<file path="src/rtl/llsl_pkg.sv">
// Shared constants for the linear lag slew unit.
package llsl_pkg;

  localparam int unsigned SAMPLE_BITS_DEF = 24;
  localparam int unsigned FRAC_BITS_DEF   = 24;
  localparam int unsigned RAMP_BITS       = 16;
  localparam logic [RAMP_BITS-1:0] RAMP_RESET = 16'd480;

endpackage

</file>
<file path="src/rtl/llsl_div.sv">
// Restoring divider: one quotient bit per cycle, unsigned dividend by unsigned divisor.
module llsl_div #(
  parameter int unsigned DW = 48,
  parameter int unsigned VW = 16
) (
  input  logic          clk_i,
  input  logic          rst_ni,
  input  logic          start_i,
  input  logic [DW-1:0] dividend_i,
  input  logic [VW-1:0] divisor_i,
  output logic          done_o,
  output logic [DW-1:0] quot_o
);

  localparam int unsigned CW = $clog2(DW);

  logic          busy_q;
  logic          done_q;
  logic [CW-1:0] cnt_q;
  logic [VW-1:0] rem_q;
  logic [DW-1:0] quot_q;
  logic [VW-1:0] div_q;

  logic [VW:0]   trial;
  logic [VW:0]   diff;
  logic          ge;

  assign trial = {rem_q, quot_q[DW-1]};
  assign diff  = trial - {1'b0, div_q};
  assign ge    = (trial >= {1'b0, div_q});

  always_ff @(posedge clk_i or negedge rst_ni) begin
    if (!rst_ni) begin
      busy_q <= 1'b0;
      done_q <= 1'b0;
      cnt_q  <= '0;
    end else begin
      done_q <= 1'b0;
      if (start_i) begin
        busy_q <= 1'b1;
        cnt_q  <= '0;
      end else if (busy_q) begin
        if (cnt_q == CW'(DW - 1)) begin
          busy_q <= 1'b0;
          done_q <= 1'b1;
        end
        cnt_q <= cnt_q + 1'b1;
      end
    end
  end

  // quot_q starts as the dividend; quotient bits shift in from the bottom
  always_ff @(posedge clk_i) begin
    if (start_i) begin
      rem_q  <= '0;
      quot_q <= dividend_i;
      div_q  <= divisor_i;
    end else if (busy_q) begin
      rem_q  <= ge ? diff[VW-1:0] : trial[VW-1:0];
      quot_q <= {quot_q[DW-2:0], ge};
    end
  end

  assign done_o = done_q;
  assign quot_o = quot_q;

endmodule

</file>
<file path="src/rtl/linear_lag_slew_unit.sv">
// Top level: linear-ramp slew limiter for one audio channel.
//
//  channel   dir  handshake              payload
//  s_axis    in   s_axis_tvalid/tready   tdata: sample_in (signed Q1.23)
//  m_axis    out  m_axis_tvalid/tready   tdata: sample_out (signed Q1.23)
//  cfg       in   cfg_we                 wdata: ramp_samples
//
// While ramping, each item runs the shared restoring divider up to twice.
// Reset clears control state at once, not sob_q or out_q; there is no clearing pass.
// A finished sample sits in the output register; the next request is taken meanwhile
// and its result waits until the output is free.
module linear_lag_slew_unit #(
  parameter int unsigned SAMPLE_BITS = llsl_pkg::SAMPLE_BITS_DEF,
  parameter int unsigned FRAC_BITS   = llsl_pkg::FRAC_BITS_DEF,
  localparam int unsigned TDATA_W    = ((SAMPLE_BITS + 7) / 8) * 8
) (
  input  logic                           clk_i,
  input  logic                           rst_ni,
  input  logic                           cfg_we_i,
  input  logic [llsl_pkg::RAMP_BITS-1:0] cfg_wdata_i,
  input  logic                           s_axis_tvalid_i,
  output logic                           s_axis_tready_o,
  input  logic [TDATA_W-1:0]             s_axis_tdata_i,  // [SAMPLE_BITS-1:0] sample_in
  output logic                           m_axis_tvalid_o,
  input  logic                           m_axis_tready_i,
  output logic [TDATA_W-1:0]             m_axis_tdata_o   // [SAMPLE_BITS-1:0] sample_out
);

  import llsl_pkg::*;

  localparam int unsigned LW = SAMPLE_BITS + FRAC_BITS;

  localparam logic [2:0] ST_IDLE  = 3'd0;
  localparam logic [2:0] ST_CHK   = 3'd1;
  localparam logic [2:0] ST_WAIT1 = 3'd2;
  localparam logic [2:0] ST_APPLY = 3'd3;
  localparam logic [2:0] ST_SET2  = 3'd4;
  localparam logic [2:0] ST_WAIT2 = 3'd5;
  localparam logic [2:0] ST_OUT   = 3'd6;

  logic [2:0]             state_q, state_d;
  logic [RAMP_BITS-1:0]   ramp_q;
  logic [SAMPLE_BITS-1:0] sob_q;     // input in offset binary
  logic [SAMPLE_BITS-1:0] target_q;
  logic [LW-1:0]          level_q;
  logic [RAMP_BITS-1:0]   rem_q;
  logic [LW-1:0]          slope_q;
  logic                   neg_q;
  logic [SAMPLE_BITS-1:0] out_q;
  logic                   mvalid_q;

  logic                   in_fire;
  logic                   out_free;
  logic                   changed;
  logic [LW-1:0]          goal;
  logic                   dist_neg;
  logic [LW-1:0]          dist_mag;
  logic                   div_start;
  logic [RAMP_BITS-1:0]   div_divisor;
  logic                   div_done;
  logic [LW-1:0]          div_quot;

  assign in_fire  = s_axis_tvalid_i && s_axis_tready_o;
  assign out_free = !mvalid_q || m_axis_tready_i;
  assign changed  = (sob_q != target_q);

  // after the change check target equals sob_q, so sob_q serves as the goal throughout
  assign goal     = {sob_q, {FRAC_BITS{1'b0}}};
  assign dist_neg = (level_q > goal);
  assign dist_mag = dist_neg ? (level_q - goal) : (goal - level_q);

  assign div_start = ((state_q == ST_CHK) && changed && (ramp_q != '0)) ||
                     ((state_q == ST_SET2) && (rem_q != '0));
  assign div_divisor = (state_q == ST_CHK) ? ramp_q : rem_q;

  llsl_div #(
    .DW (LW),
    .VW (RAMP_BITS)
  ) u_div (
    .clk_i      (clk_i),
    .rst_ni     (rst_ni),
    .start_i    (div_start),
    .dividend_i (dist_mag),
    .divisor_i  (div_divisor),
    .done_o     (div_done),
    .quot_o     (div_quot)
  );

  always_comb begin
    state_d = state_q;
    case (state_q)
      ST_IDLE:  if (in_fire) state_d = ST_CHK;
      ST_CHK:   state_d = div_start ? ST_WAIT1 : ST_APPLY;
      ST_WAIT1: if (div_done) state_d = ST_APPLY;
      ST_APPLY: state_d = (rem_q != '0) ? ST_SET2 : ST_OUT;
      ST_SET2:  state_d = div_start ? ST_WAIT2 : ST_OUT;
      ST_WAIT2: if (div_done) state_d = ST_OUT;
      ST_OUT:   if (out_free) state_d = ST_IDLE;
      default:  state_d = ST_IDLE;
    endcase
  end

  always_ff @(posedge clk_i or negedge rst_ni) begin
    if (!rst_ni) begin
      ramp_q <= RAMP_RESET;
    end else if (cfg_we_i) begin
      ramp_q <= cfg_wdata_i;
    end
  end

  always_ff @(posedge clk_i or negedge rst_ni) begin
    if (!rst_ni) begin
      state_q  <= ST_IDLE;
      target_q <= {1'b1, {(SAMPLE_BITS-1){1'b0}}};
      level_q  <= {1'b1, {(LW-1){1'b0}}};
      rem_q    <= '0;
      slope_q  <= '0;
      neg_q    <= 1'b0;
      mvalid_q <= 1'b0;
    end else begin
      state_q <= state_d;
      if ((state_q == ST_OUT) && out_free) begin
        mvalid_q <= 1'b1;
      end else if (m_axis_tready_i) begin
        mvalid_q <= 1'b0;
      end
      case (state_q)
        ST_CHK: begin
          if (changed) begin
            target_q <= sob_q;
            rem_q    <= ramp_q;
            if (ramp_q == '0) begin
              slope_q <= '0;
              neg_q   <= 1'b0;
            end else begin
              neg_q   <= dist_neg;
            end
          end
        end
        ST_WAIT1, ST_WAIT2: begin
          if (div_done) slope_q <= div_quot;
        end
        ST_APPLY: begin
          if (rem_q != '0) begin
            rem_q   <= rem_q - 1'b1;
            level_q <= neg_q ? (level_q - slope_q) : (level_q + slope_q);
          end else begin
            level_q <= goal;
          end
        end
        ST_SET2: begin
          if (rem_q == '0) begin
            slope_q <= '0;
            neg_q   <= 1'b0;
          end else begin
            neg_q   <= dist_neg;
          end
        end
        default: ;
      endcase
    end
  end

  always_ff @(posedge clk_i) begin
    if (in_fire) begin
      sob_q <= {~s_axis_tdata_i[SAMPLE_BITS-1], s_axis_tdata_i[SAMPLE_BITS-2:0]};
    end
    if ((state_q == ST_OUT) && out_free) begin
      out_q <= {~level_q[LW-1], level_q[LW-2 -: SAMPLE_BITS-1]};
    end
  end

  assign s_axis_tready_o = (state_q == ST_IDLE);
  assign m_axis_tvalid_o = mvalid_q;
  assign m_axis_tdata_o  = TDATA_W'(out_q);

  a_done_in_wait: assert property (@(posedge clk_i) disable iff (!rst_ni)
    div_done |-> (state_q == ST_WAIT1 || state_q == ST_WAIT2))
    else $error("divider finished outside a wait state");

  a_accept_to_chk: assert property (@(posedge clk_i) disable iff (!rst_ni)
    in_fire |=> (state_q == ST_CHK))
    else $error("accepted sample did not enter the change check");

  a_ramp_lands: assert property (@(posedge clk_i) disable iff (!rst_ni)
    (state_q == ST_IDLE && rem_q == '0) |-> (level_q == {target_q, {FRAC_BITS{1'b0}}}))
    else $error("level off target with no ramp running");

  a_out_hold: assert property (@(posedge clk_i) disable iff (!rst_ni)
    (state_q == ST_OUT && !out_free) |=> (state_q == ST_OUT && mvalid_q))
    else $error("result dropped while output busy");

endmodule

</file>
<file path="config.mk">
export PLATFORM = sky130hd
export DESIGN_NAME = linear_lag_slew_unit
export DESIGN_NICKNAME = d
export VERILOG_FILES = /design/src/rtl/llsl_pkg.sv /design/src/rtl/llsl_div.sv /design/src/rtl/linear_lag_slew_unit.sv
export SDC_FILE = /design/constraint.sdc
export NUM_CORES = 1
export LEC_CHECK = 0
export BUFFER_PORTS_ARGS = -buffer_cell sky130_fd_sc_hd__buf_4
export CAP_MARGIN = 20
export CORE_ASPECT_RATIO = 0.8
export CORE_MARGIN = 2
export CORE_UTILIZATION = 31
export DETAILED_ROUTE_END_ITERATION = 10
export HOLD_SLACK_MARGIN = 0.02
export RECOVER_POWER = 25
export SLEW_MARGIN = 20
export SYNTH_ARGS = -nofsm -noshare
export SYNTH_HDL_FRONTEND = slang
export SYNTH_SLANG_ARGS = --single-unit
</file>
<file path="constraint.sdc">
create_clock -name clk_i -period 9.6 [get_ports clk_i]
set_clock_uncertainty 0.05 [all_clocks]
set_input_delay 1.92 -clock clk_i [delete_from_list [all_inputs] [get_ports clk_i]]
set_output_delay 1.92 -clock clk_i [all_outputs]
set_load 0.005 [all_outputs]
</file>
==> results by group <==
Status
  • Status: finished with violations
  • Failing checks: capacitance limit, slew limit

Synthesis
  • Mapped Nets: 2441
  • Area share of the largest cell type after synthesis: 20.1%
  • EDFF count, synth: 112
  • Syn Area/Cell: 8.67 µm²
  • FF+latch count, synth: 293
  • Adder-cell share of the synthesized area: 7.52%
  • Asr flop ratio synth: 56.3%
  • Ranking of synthesized cells by area: dfrtp_1, edfxtp_1, ha_1
  • Unique masters post-synth: between 80 and 90
  • Post-synthesis compound-gate area fraction: a little over a fifth
  • Mux contribution to synthesized area: 2.52%
  • Post-Synth XOR/XNOR Area: slightly above 7%
  • Synthesized instance count: 2279
  • Largest area contributor in the netlist: dfrtp_1
  • Sequential area share after synthesis: 39.6%
  • Top_reg_cell synth: dfrtp_1
  • Main combinational cell family by area after synthesis: compound AO/OA/AOI/OAI gates
  • Post-Synth Simple-Gate Area: 17.2%
  • Cell Area, Synth: 0.0198 mm²
  • YS warnings: 0

STA
  • Sum Neg Setup Slack: 0 ps
  • Max_slew headroom: -153%
  • Fin worst setup slack: 3730 ps
  • Worst slew pin tran: 3800 ps
  • RSZ-0062 raised after global routing: no
  • Final setup viols: 0
  • Fin. Hold Viols: 0
  • Final Max Slew Viols: 92
  • Tcrit/Tclk final: 61.1%
  • Max Clock Freq: 170 MHz
  • Min cycle time layout: 5870 ps

Floorplan
  • IO Pins: 71
  • Initial Util: 31.4%
  • Row count: 82
  • CORE AREA: 0.0629 mm²
  • Die X: 286 µm
  • Die Y: 230 µm
  • Full die area: 0.0658 mm²

Worst setup path
  • CP Launch Type: register
  • Worst Path Required: between 10000 and 15000 ps
  • Crit. End Element: register
  • CP Data Arrival Time: between 6000 and 7000 ps
  • Worst Path Max Fanout: 8
  • Worst Setup Path Type: reg -> reg

Clock tree
  • Clk sinks: 293
  • # hold bufs at CTS: 0
  • Clock Tree Root: clkbuf_16
  • Max clock buf depth: 3
  • Post-cts gate resize count: 0
  • H-tree Lvls: 1
  • Total CTS buffers: 31
  • Post-CTS setup buffers: 0
  • Clock Latency Late Sink: approximately 600 ps
  • Clk slew on worst S/H paths: 70 ps
  • TritonCTS clock tree: done

Placement
  • Port-buffer cells: 70
  • Detail Placement HPWL: 47100 µm
  • Gpl congestion: slightly above 0.9
  • Post-placement cell count: 3092
  • Post-placement setup slack: 3960 ps

Finish
  • Final nets: 2447
  • Most frequent cells in the layout: nand2_1, a21oi_1, o21ai_0, nor2_1, dfrtp_1
  • Final Non-Filler Cells: 3150
  • Proportion of layout cells with a drive suffix above 1: 9.13%
  • Most common cell after layout, fill and taps aside: nand2_1
  • # fillers: ~6.4k
  • Register area: between 0.007 and 0.008 mm²
  • P&R area growth vs syn: 12.4%
  • ANT cells: 0
  • Multi-input logic area: 0.0110 mm²
  • Final core occ: a little over a third

Global route
  • Initial antenna violation count: 1
  • Vias in the first global route: 16.3k
  • Largest net degree at the start of global routing: 97
  • First-pass GRT wire length: approximately 97000 µm
  • GRT Residual Overflow: 0
  • Tot GR Track Use: 18.7%

Route
  • DRC errors left: 0
  • Via/cell ratio: 5.47
  • Vias: around 17k
  • Drt pass-1 iters: 8
  • Routed WL: 62700 µm
  • Drt wl/cell: 19.9 µm
  • Post-route ant nets: 0
  • 1st-iter DRT viols: 1774

Hold path
  • HP Class: reg -> reg

Job
  • Max-cap violations: 2
-- final timing paths --
| check | slack (ps) | endpoint | start | cells past startpoint |
|---|---|---|---|---|
| hold / removal | 440 | rem_q[0]$_DFFE_PN0P_ | rem_q[0]$_DFFE_PN0P_ | 1 |
| setup / recovery | 3730 | level_q[47]$_DFFE_PN1P_ | slope_q[12]$_DFFE_PN0P_ | 17 |
| hold reg to reg | 440 | rem_q[0]$_DFFE_PN0P_ | rem_q[0]$_DFFE_PN0P_ | 1 |
| max in group asynchronous | 4490 | slope_q[45]$_DFFE_PN0P_ | rst_ni | 2 |
| setup reg to reg | 3730 | level_q[47]$_DFFE_PN1P_ | slope_q[12]$_DFFE_PN0P_ | 17 |
| min in group asynchronous | 2580 | level_q[29]$_DFFE_PN0P_ | rst_ni | 1 |
-- synth_stat cells (all sizes together), types with 9 or more instances --
cell	count
edfxtp	112
a31oi	35
nor4	24
nand3	44
nor2	183
nand2	286
buf	30
nand2b	15
o21bai	15
nand4	31
a21oi	212
and3	19
clkbuf	90
o211ai	19
nor3	46
mux2	30
a211oi	17
a21o	80
xor2	72
o21a	9
mux2i	16
nor2b	14
or4	15
o21ai	214
and2	11
dfrtp	159
xnor2	88
o31ai	9
dfxtp	16
inv	121
or3	15
ha	114
-- layer usage --
| metal | vias to the layer above | part of all wire (%) | track usage, % |
|---|---|---|---|
| met4 | 0 | 2.0 | 3.84 |
| met2 | 647 | 41 | 26.7 |
| li1 | 8167 | - | - |
| met1 | 8334 | 47 | 28.2 |
| met3 | 69 | 9.8 | 4.65 |
| met5 | - | 0 | 0 |
-- through the flow --
stage	hold WS [ps]	area [µm²]
6_report	438	22200
5_1_grt	464	22200
4_1_cts	435	22200
3_5_place_dp	419	21000
3_3_place_gp	415	21000
2_1_floorplan	398	19800
-- critical path, stage by stage, from the launching register on --
cell       delay [ps]
dfrtp_1           420
nor4_1            520
nor4b_1           520
nand2_1           210
nor3_1            460
inv_1             120
nor2_1            250
a21oi_1           130
xnor2_1           220
ha_1              350
a21o_1            240
or3_1             310
o2111ai_1         190
nand3_1           150
o41ai_1          1060
o21ai_0           260
a21oi_1           200
o211ai_1          100
-- logic make-up after synthesis --
family / count (synthesis)
AO/OA/AOI/OAI: 692
XOR/XNOR: 160
adder cells (fa/ha/maj): 117
buffers and inverters: 241
flip-flops: 293
multiplexers: 46
AND/OR/NAND/NOR: 730
-- final cells by class --
cell class / instances / area share (%)
clock inverters: 26 / 1.85
clock buffers: 32 / 3.55
repair buffers: 93 / 3.06
inverters: 121 / 2.05
well taps: 840 / 4.73
multi-input cells: 1745 / 49.6
flip-flops and latches: 293 / 35.2
-- registers in the layout (all words and copies together) (netlist names), 24 cells and up --
name,count
level_q,48
sob_q,24
m_axis_tdata_o,24
target_q,24
u_div.quot_o,48
slope_q,48
Power is left out: the tool's default activity adds up to more than one toggle a clock period on the data nets, which glitch-free logic cannot reach.
